==> config.mk <==
export PLATFORM = sky130hd
export DESIGN_NAME = thermistor_health_monitor_top
export DESIGN_NICKNAME = d
export VERILOG_FILES = /design/src/sv/thm_pkg.sv /design/src/sv/thm_out_fifo.sv /design/src/sv/thermistor_health_monitor_top.sv
export SDC_FILE = /design/constraint.sdc
export NUM_CORES = 1
export LEC_CHECK = 0
export BUFFER_PORTS_ARGS = -buffer_cell sky130_fd_sc_hd__buf_2
export CELL_PAD_IN_SITES_DETAIL_PLACEMENT = 1
export CELL_PAD_IN_SITES_GLOBAL_PLACEMENT = 2
export CORE_ASPECT_RATIO = 0.5
export CORE_MARGIN = 3
export CORE_UTILIZATION = 47
export CTS_BUF_LIST = sky130_fd_sc_hd__clkbuf_2
export CTS_CLUSTER_SIZE = 14
export DETAILED_ROUTE_END_ITERATION = 8
export GPL_TIMING_DRIVEN = 0
export PLACE_DENSITY = 0.85
export SYNTH_ARGS = -nofsm -noshare
export SYNTH_HDL_FRONTEND = slang
export SYNTH_SLANG_ARGS = --single-unit
==> constraint.sdc <==
create_clock -name clk -period 9.4 [get_ports clk]
set_clock_uncertainty 0.15 [all_clocks]
set_input_delay 0.94 -clock clk [delete_from_list [all_inputs] [get_ports clk]]
set_output_delay 0.94 -clock clk [all_outputs]
set_load 0.1 [all_outputs]
==> src/sv/thm_pkg.sv <==
// ----------------------------------------------------------------------------
// thm_pkg
// Shared types, register indexes, class codes and defaults for the
// thermistor health monitor.
// ----------------------------------------------------------------------------
package thm_pkg;

	// default geometry
	localparam int unsigned SLAVES_DEFAULT  = 8;
	localparam int unsigned SENSORS_DEFAULT = 16;

	// field widths fixed by the transaction format
	localparam int unsigned VALUE_W   = 16;
	localparam int unsigned SLAVE_W   = 3;
	localparam int unsigned SENSOR_W  = 4;
	localparam int unsigned COUNT_W   = 8;
	localparam int unsigned CFG_IDX_W = 3;
	localparam int unsigned CFG_W     = 16;

	// broken tally saturation point
	localparam logic [COUNT_W-1:0] TALLY_MAX = 8'd128;

	// configuration register indexes
	localparam logic [CFG_IDX_W-1:0] REG_BROKEN_UPPER     = 3'd0;
	localparam logic [CFG_IDX_W-1:0] REG_BROKEN_LOWER     = 3'd1;
	localparam logic [CFG_IDX_W-1:0] REG_LIMIT_UPPER      = 3'd2;
	localparam logic [CFG_IDX_W-1:0] REG_LIMIT_LOWER      = 3'd3;
	localparam logic [CFG_IDX_W-1:0] REG_BROKEN_ALLOWANCE = 3'd4;

	// register reset values
	localparam logic [VALUE_W-1:0] BROKEN_UPPER_RST     = 16'd29000;
	localparam logic [VALUE_W-1:0] BROKEN_LOWER_RST     = 16'd1000;
	localparam logic [VALUE_W-1:0] LIMIT_UPPER_RST      = 16'd25000;
	localparam logic [VALUE_W-1:0] LIMIT_LOWER_RST      = 16'd5000;
	localparam logic [COUNT_W-1:0] BROKEN_ALLOWANCE_RST = 8'd0;

	// opcodes
	localparam logic OP_READING   = 1'b0;
	localparam logic OP_LOAD_MASK = 1'b1;

	// sensor classes
	localparam logic [1:0] CLASS_GOOD          = 2'd0;
	localparam logic [1:0] CLASS_OUT_OF_LIMITS = 2'd1;
	localparam logic [1:0] CLASS_BROKEN        = 2'd2;
	localparam logic [1:0] CLASS_NONE          = 2'd3;

	// input transaction
	typedef struct packed {
		logic                opcode;
		logic [SLAVE_W-1:0]  slave_index;
		logic [SENSOR_W-1:0] sensor_id;
		logic [VALUE_W-1:0]  value;
	} in_item_t;

	// result transaction
	typedef struct packed {
		logic [1:0]         sensor_class;
		logic               round_done;
		logic               round_ok;
		logic               fault;
		logic [COUNT_W-1:0] broken_count;
		logic               report_request;
	} out_item_t;

endpackage

==> src/sv/thm_out_fifo.sv <==
// ----------------------------------------------------------------------------
// thm_out_fifo
// Two-entry result queue that decouples the classifier from the consumer,
// so a new transaction is taken while a finished result is still waiting.
// ----------------------------------------------------------------------------
module thm_out_fifo
	import thm_pkg::*;
(
	input  logic      clk,
	input  logic      arst_n,
	input  logic      push,
	input  out_item_t push_item,
	output logic      full,
	output logic      out_valid,
	input  logic      out_stall,
	output out_item_t out_item
);

	out_item_t  entry_q [2];
	logic       wr_ptr_q;
	logic       rd_ptr_q;
	logic [1:0] count_q;
	logic       pop;

	// occupancy flags
	assign full      = (count_q == 2'd2);
	assign out_valid = (count_q != 2'd0);
	assign pop       = out_valid && !out_stall;
	assign out_item  = entry_q[rd_ptr_q];

	// pointers and count
	always_ff @(posedge clk or negedge arst_n) begin
		if (!arst_n) begin
			wr_ptr_q <= 1'b0;
			rd_ptr_q <= 1'b0;
			count_q  <= 2'd0;
		end else begin
			if (push) wr_ptr_q <= !wr_ptr_q;
			if (pop)  rd_ptr_q <= !rd_ptr_q;
			case ({push, pop})
				2'b10:   count_q <= count_q + 2'd1;
				2'b01:   count_q <= count_q - 2'd1;
				default: count_q <= count_q;
			endcase
		end
	end

	// entry storage
	always_ff @(posedge clk) begin
		if (push) entry_q[wr_ptr_q] <= push_item;
	end

endmodule

==> src/sv/thermistor_health_monitor_top.sv <==
// ----------------------------------------------------------------------------
// thermistor_health_monitor_top
// Classifies thermistor readings against broken and limit bands, keeps the
// per-module cell and good masks, and closes a health round every
// SLAVES*SENSORS readings.
//
//   channel | direction | handshake              | payload
//   --------+-----------+------------------------+----------------
//   in      | input     | in_valid / in_stall    | in_item (in_item_t)
//   out     | output    | out_valid / out_stall  | out_item (out_item_t)
//   cfg     | input     | cfg_write              | cfg_index, cfg_data
//
// One transaction per cycle while in_stall is low; each result is registered
// into the result queue. State is updated in the accepting cycle, so the
// next reading sees it. A two-entry result queue holds results while
// out_stall is high; in_stall rises only when both entries are occupied.
// Reset clears masks, tally, round counter, fault and registers to defaults.
// ----------------------------------------------------------------------------
module thermistor_health_monitor_top
	import thm_pkg::*;
#(
	parameter int unsigned SLAVES  = SLAVES_DEFAULT,
	parameter int unsigned SENSORS = SENSORS_DEFAULT
) (
	input  logic                 clk,
	input  logic                 arst_n,
	input  logic                 in_valid,
	output logic                 in_stall,
	input  in_item_t             in_item,
	output logic                 out_valid,
	input  logic                 out_stall,
	output out_item_t            out_item,
	input  logic                 cfg_write,
	input  logic [CFG_IDX_W-1:0] cfg_index,
	input  logic [CFG_W-1:0]     cfg_data
);

	localparam int unsigned ROUND_LEN = SLAVES * SENSORS;
	localparam int unsigned SW        = (SLAVES > 1) ? $clog2(SLAVES) : 1;
	localparam int unsigned CW        = $clog2(ROUND_LEN + 1);

	// configuration registers
	logic [VALUE_W-1:0] broken_upper_q;
	logic [VALUE_W-1:0] broken_lower_q;
	logic [VALUE_W-1:0] limit_upper_q;
	logic [VALUE_W-1:0] limit_lower_q;
	logic [COUNT_W-1:0] broken_allowance_q;

	// monitor state
	logic [SENSORS-1:0] cell_q [SLAVES];
	logic [SENSORS-1:0] good_q [SLAVES];
	logic [COUNT_W-1:0] tally_q;
	logic [CW-1:0]      round_q;
	logic               fault_q;

	// next-state and result logic
	logic               accept;
	logic               full;
	logic [SW-1:0]      idx;
	logic               slave_ok;
	logic               sensor_ok;
	logic [SENSORS-1:0] sel;
	logic [SENSORS-1:0] cell_cur;
	logic [SENSORS-1:0] good_cur;
	logic [SENSORS-1:0] cell_nx;
	logic [SENSORS-1:0] good_nx;
	logic [SENSORS-1:0] cell_d [SLAVES];
	logic [SENSORS-1:0] good_d [SLAVES];
	logic [COUNT_W-1:0] tally_nx;
	logic [CW-1:0]      round_nx;
	logic               fault_nx;
	logic               missing;
	out_item_t          res;

	assign in_stall = full;
	assign accept   = in_valid && !full;

	// configuration writes
	always_ff @(posedge clk or negedge arst_n) begin
		if (!arst_n) begin
			broken_upper_q     <= BROKEN_UPPER_RST;
			broken_lower_q     <= BROKEN_LOWER_RST;
			limit_upper_q      <= LIMIT_UPPER_RST;
			limit_lower_q      <= LIMIT_LOWER_RST;
			broken_allowance_q <= BROKEN_ALLOWANCE_RST;
		end else if (cfg_write) begin
			case (cfg_index)
				REG_BROKEN_UPPER:     broken_upper_q     <= cfg_data;
				REG_BROKEN_LOWER:     broken_lower_q     <= cfg_data;
				REG_LIMIT_UPPER:      limit_upper_q      <= cfg_data;
				REG_LIMIT_LOWER:      limit_lower_q      <= cfg_data;
				REG_BROKEN_ALLOWANCE: broken_allowance_q <= cfg_data[COUNT_W-1:0];
				default:              ;
			endcase
		end
	end

	// decode module and sensor
	assign idx       = in_item.slave_index[SW-1:0];
	assign slave_ok  = {1'b0, in_item.slave_index} < (SLAVE_W + 1)'(SLAVES);
	assign sensor_ok = {1'b0, in_item.sensor_id} < (SENSOR_W + 1)'(SENSORS);
	assign sel       = SENSORS'(1) << in_item.sensor_id;
	assign cell_cur  = cell_q[idx];
	assign good_cur  = good_q[idx];

	// classification and round bookkeeping
	always_comb begin
		cell_nx  = cell_cur;
		good_nx  = good_cur;
		tally_nx = tally_q;
		round_nx = round_q;
		fault_nx = fault_q;
		res                = '0;
		res.sensor_class   = CLASS_NONE;
		if (in_item.opcode == OP_LOAD_MASK) begin
			cell_nx = in_item.value[SENSORS-1:0];
		end else begin
			if (slave_ok && sensor_ok && ((cell_cur & sel) != '0)) begin
				if (in_item.value > broken_upper_q || in_item.value < broken_lower_q) begin
					res.sensor_class = CLASS_BROKEN;
					if (tally_q < TALLY_MAX) tally_nx = tally_q + 8'd1;
					cell_nx = cell_cur & ~sel;
					good_nx = good_cur & ~sel;
				end else if (in_item.value > limit_upper_q ||
				             in_item.value < limit_lower_q) begin
					res.sensor_class   = CLASS_OUT_OF_LIMITS;
					good_nx            = good_cur & ~sel;
					fault_nx           = 1'b1;
					res.report_request = 1'b1;
				end else begin
					res.sensor_class = CLASS_GOOD;
					good_nx          = good_cur | sel;
				end
			end
			round_nx = round_q + CW'(1);
		end
		for (int s = 0; s < SLAVES; s++) begin
			if (slave_ok && idx == SW'(s)) begin
				cell_d[s] = cell_nx;
				good_d[s] = good_nx;
			end else begin
				cell_d[s] = cell_q[s];
				good_d[s] = good_q[s];
			end
		end
		missing = 1'b0;
		for (int s = 0; s < SLAVES; s++) begin
			missing = missing | ((cell_d[s] & ~good_d[s]) != '0);
		end
		// close the round on its last reading
		if (in_item.opcode == OP_READING && round_q == CW'(ROUND_LEN - 1)) begin
			round_nx       = '0;
			res.round_done = 1'b1;
			if (tally_nx <= broken_allowance_q && !missing) begin
				res.round_ok = 1'b1;
				fault_nx     = 1'b0;
			end else begin
				fault_nx           = 1'b1;
				res.report_request = 1'b1;
			end
		end
		res.fault        = fault_nx;
		res.broken_count = tally_nx;
	end

	// state update on accepted transaction
	always_ff @(posedge clk or negedge arst_n) begin
		if (!arst_n) begin
			for (int s = 0; s < SLAVES; s++) begin
				cell_q[s] <= '0;
				good_q[s] <= '0;
			end
			tally_q <= '0;
			round_q <= '0;
			fault_q <= 1'b0;
		end else if (accept) begin
			for (int s = 0; s < SLAVES; s++) begin
				cell_q[s] <= cell_d[s];
				good_q[s] <= good_d[s];
			end
			tally_q <= tally_nx;
			round_q <= round_nx;
			fault_q <= fault_nx;
		end
	end

	// result queue
	thm_out_fifo u_out_fifo (
		.clk       (clk),
		.arst_n    (arst_n),
		.push      (accept),
		.push_item (res),
		.full      (full),
		.out_valid (out_valid),
		.out_stall (out_stall),
		.out_item  (out_item)
	);

endmodule

# Word-level counts from Yosys, hierarchy flattened
# Memories as Yosys holds them, arrays and structs flattened.
# Cells that the tools add are included.
word_totals:
  regBits: 349
  latch_bits: 0
  ram_bits: 28
  rom_bits: 0
  inputBits: 48
  output_inout_bits: 16
  wordCells: 172
  n_memories: 1
memory_table:
  columns: ["name", "depth", "width", "read_ports", "rd_ports_with_merged_regs", "write_ports", "line", "rtl"]
  rows:
  - ["u_out_fifo.entry_q", 2, 14, 1, 0, 1, "thm_out_fifo.sv:19", "out_item_t entry_q [2];"]
classes:
  add_sub_neg: 4
  multipliers: 0
  div_mod_pow: 0
  magnitude_cmp: 7
  eq_ne: 16
  shifts: 1
  mux: 56
  bitwise_logic: 30
  n_reduce_logical: 30
op_table:
  columns: ["operator", "count"]
  rows:
  - ["16-bit 2-to-1 mux", 27]
  - ["16-bit bitwise AND", 11]
  - ["16-bit inverter", 9]
  - ["16-bit nonzero test", 9]
  - ["16-bit binary-select mux with 3-bit select", 2]
  - ["8-bit 2-to-1 mux", 6]
  - ["16-bit > comparator", 2]
  - ["16-bit < comparator", 2]
  - ["8-bit by 1-bit adder with 8-bit output (second input constant)", 2]
  - ["1-bit 2-to-1 mux", 16]
  - ["16-bit OR", 1]
  - ["1-bit by 4-bit << shifter with 16-bit output (first input constant)", 1]
  - ["3-bit == test (second input constant)", 5]
  - ["3-bit by 2-bit == test with 1-bit output (second input constant)", 4]
  - ["2-bit AND reduction", 6]
  - ["8-bit by 7-bit == test with 1-bit output (second input constant)", 1]
  - ["8-bit <= comparator", 1]
  - ["8-bit < comparator (second input constant)", 1]
  - ["2-bit 2-to-1 mux", 4]
  - ["1-bit OR", 7]
  - ["3-bit by 1-bit == test with 1-bit output (second input constant)", 2]
  - ["3-bit zero test", 2]
  - ["1-bit zero test", 5]
  - ["2-bit == test (second input constant)", 2]
  - ["other kinds (11)", 16]

# Depth between registers and ports, before layout
logic_depth:
  word_depth: 24
  mapped_depth: 29

# Cells and area by module
# From an unflattened synthesis, not the netlist that was laid out.
unflattened:
  cells_unflattened: 2184
  area_unflattened_um2: 20833.7
by_module_without_submodules:
  columns: ["mod", "instances", "cells_per_inst", "area_each_um2"]
  rows:
  - ["thermistor_health_monitor_top", 1, 2123, 19573.8]
  - ["thm_out_fifo", 1, 61, 1260.0]

# Worst setup path after synthesis
# No wires, ideal clock.
synth_timing:
  path_kind: "input to register"
  startpoint: "input port in_item[18] (netlist name)"
  endpoint: "memory u_out_fifo.entry_q[0][9] (netlist name), data pin"
  setup_ns: 0.267
  t_arrival_ns: 6.147
  required_time_ns: 8.983
  path_slack_ns: 2.836
  path_stages: 25
  path_buffers: 2
  path_cell_list: "clkbuf_1 nand2b_1 nor2_1 or4b_1 o2111ai_1 nor4_1 a21oi_1 clkbuf_1 o21ai_0 nor2_1 mux2_2 ha_1 nor2b_1 o21a_1 o21ai_0 nand2b_1 a21oi_1 a21oi_1 or4b_1 a31oi_1 and4_1 and4b_1 nand4_1 nor4_4 nor2_1"
synth_lines:
  columns: ["item", "line", "rtl"]
  rows:
  - ["from (decl)", "thermistor_health_monitor_top.sv:29", "input in_item_t in_item,"]
  - ["to (decl)", "thm_out_fifo.sv:19", null]

==> flow_summary.ini <==
[logic_synthesis]
synth_area_um2 = 21100
synth_top_area_cell = dfrtp_1
synth_flop_cell = dfrtp_1
yosysUniqueCellTypes = 88
async_reset_ff_share_pct = 92.6
seq_area_frac_synth_pct = 45.6
synth-edff-count = 28
ys_warn_count = 0
synth_cells = 1958
synth_top_area_share_pct = 38.7
synthTopCellsByArea = dfrtp_1 39%, mux2_2 15%, ha_1 4.3%
postSynthRegisterBits = 377
syn_area_per_cell_um2 = 10.8
synthesis.nets = 2079

[routing]
ant_nets = 0
first_pass_iters = 6
wl_per_cell_um = 30.8
vias = 17700
routed_wl_mm = 85.8
drt_iter0_drc = 2039
via_per_inst = 6.36
drcViolationCount = 0

[clocking]
ctsRootBufferMaster = clkbuf_2
clk_latency_ns = 1.21
htreeDepth = 3
cts_tree = done
post_cts_resized = 0
clock-sinks = 377
hold_buffers = 18
clock_path_buffers = 3
cts_buffers = 88
path_clk_slew_ns = 0.12
postCtsSetupBuffers = 0

[global_route]
grt_overflow = 0
grt_max_degree = 113
grt_pass1_wl_mm = 124
track_usage_pct = 36.1
grt_pass1_vias = 17800
antenna_found_initial = 6

[power]
power_leakage_uw = 0.0105
power.density_nw_per_um2 = 291
ir_drop_mv = 0.152

[finish]
final_common_cell = dfrtp_1
fill_cells = 4883
final_nets = 2248
ff_latch_area_um2 = 9600
final_cell_mix = 326 x dfrtp_1, 275 x mux2_2, 184 x inv_1
multi_input_area_um2 = 10300
drive_above_1_share_pct = 27.2
synthToLayoutAreaGrowth_pct = 10.4

[sta]
finalWorstPathRequiredPeriod_ns = 8.34
worst_slew_pin_slew_ns = 1.58
relSlewSlack_pct = -5.10
holdWs_ns = 0.102
rsz0062_at_grt = false
min_period_over_period_pct = 88.8
final.setup.tns_ns = 0
max_freq_ghz = 0.120
maxSlewViolCount = 8
final-hold-violation-count = 0
setup-violations-final = 0

[floorplan]
die_w_um = 305
die_area_um2 = 47600
ios = 64
rows = 54
start_util_pct = 48.0
die_h_um = 156
core_area_um2 = 43900

[critical_path]
start_kind = primary input
worstSetupPathType = primary input to register
slowest_delay_ns = 0.89
cp-end-kind = register
worst_path_max_delay_cell = a222oi_1
worst_ep_arrival_time_ns = 9.06
path_max_fanout = 10
worstPathRequired_ns = 10.11

[run]
maxCapViolations = 0

[min_path]
min_path_type = primary input to register

[placement]
gp_congestion = 1.02
port_buffers = 57
dpl.hpwl_mm = 64.3

[run_status]
violations = max-slew violations
status = finished, violations left
final cells by class:
| type | count | area share (%) |
|---|---|---|
| antenna | 1 | 0.0108 |
| timing repair buffer | 79 | 2.42 |
| sequential | 377 | 41.3 |
| tap | 588 | 3.16 |
| clock inverter | 22 | 0.796 |
| buffer | 93 | 2.04 |
| inverter | 188 | 3.03 |
| multi-input combinational | 1300 | 44.2 |
| clock buffer | 141 | 3.03 |
logic make-up after synthesis:
logic type,Yosys count,share of synthesized area [%]
simple gates,458,10.7
compound gates,396,12.1
flops,377,45.6
mux,353,20.9
buf+inv,281,5.61
fa+ha+maj,73,4.34
xor+xnor,20,0.831
stage by stage:
stage | util [%] | setup slack (ns) | power, µW | instances | cell area [µm²]
floorplan | - | 2.84 | 4360 | 1958 | 21100
global placement | 50.3 | 0.113 | 5330 | 2603 | 22100
detailed placement | 50.5 | 0.143 | 5440 | 2606 | 22200
CTS | 53.0 | 1.34 | 6680 | 2787 | 23300
global route | 53.0 | 0.669 | 7090 | 2789 | 23300
finish | 53.0 | 1.06 | 6770 | 2789 | 23300
registers in the layout, summed over array words and instances, names as in the netlist, 2 cells and up:
signal,count
cell_q,128
good_q,128
u_out_fifo.entry_q,28
broken_lower_q,16
broken_upper_q,16
limit_lower_q,16
limit_upper_q,16
broken_allowance_q,8
round_q,8
tally_q,8
u_out_fifo.count_q,2
layer usage:
| layer | wire length (µm) | up-vias | share of wire, % | GRT usage (%) |
|---|---|---|---|---|
| met3 | 10300 | 203 | 12 | 14.5 |
| li1 | - | 7485 | - | - |
| met4 | 2630 | 8 | 3.1 | 10.8 |
| met5 | 72 | - | 0.084 | 0 |
| met2 | 36100 | 922 | 42 | 53.0 |
| met1 | 36700 | 9131 | 43 | 49.2 |
cell usage after synthesis, drive strengths merged (34+ instances only):
cell    instances
dfrtp         326
mux2          278
inv           186
nand2         156
o21ai         119
nor2          117
a21oi          83
ha             73
clkbuf         62
o22ai          43
mux4           41
mux2i          34
worst paths after layout:
path / from / to / slack [ns] / cells after the start
worst max-delay path: in_item[20] / u_out_fifo.entry_q[1][9] / 1.06 / 26
worst min-delay path: cfg_index[1] / broken_allowance_q[3] / 0.10 / 4
worst max register to register: cell_q[114] / u_out_fifo.entry_q[1][9] / 1.19 / 24
worst min register to register: cell_q[123] / cell_q[123] / 0.34 / 2
max in group asynchronous: arst_n / cell_q[79] / 7.01 / 5
min in group asynchronous: arst_n / broken_allowance_q[3] / 0.14 / 2
worst max-delay path: cells and delay by family:
family / cells / cell delay [ns]
simple gates: 12 / 3.74
compound gates: 9 / 2.92
buf+inv: 3 / 0.89
fa+ha+maj: 1 / 0.29
xor+xnor: 1 / 0.25
power by group:
part,switching (µW),total [µW],internal (µW),leakage [µW]
logic,1690,2710,1020,0.00524
clock network,764,1250,484,0.000675
registers,557,2820,2260,0.00459
Note: power is estimated with default switching activity, not from simulation.
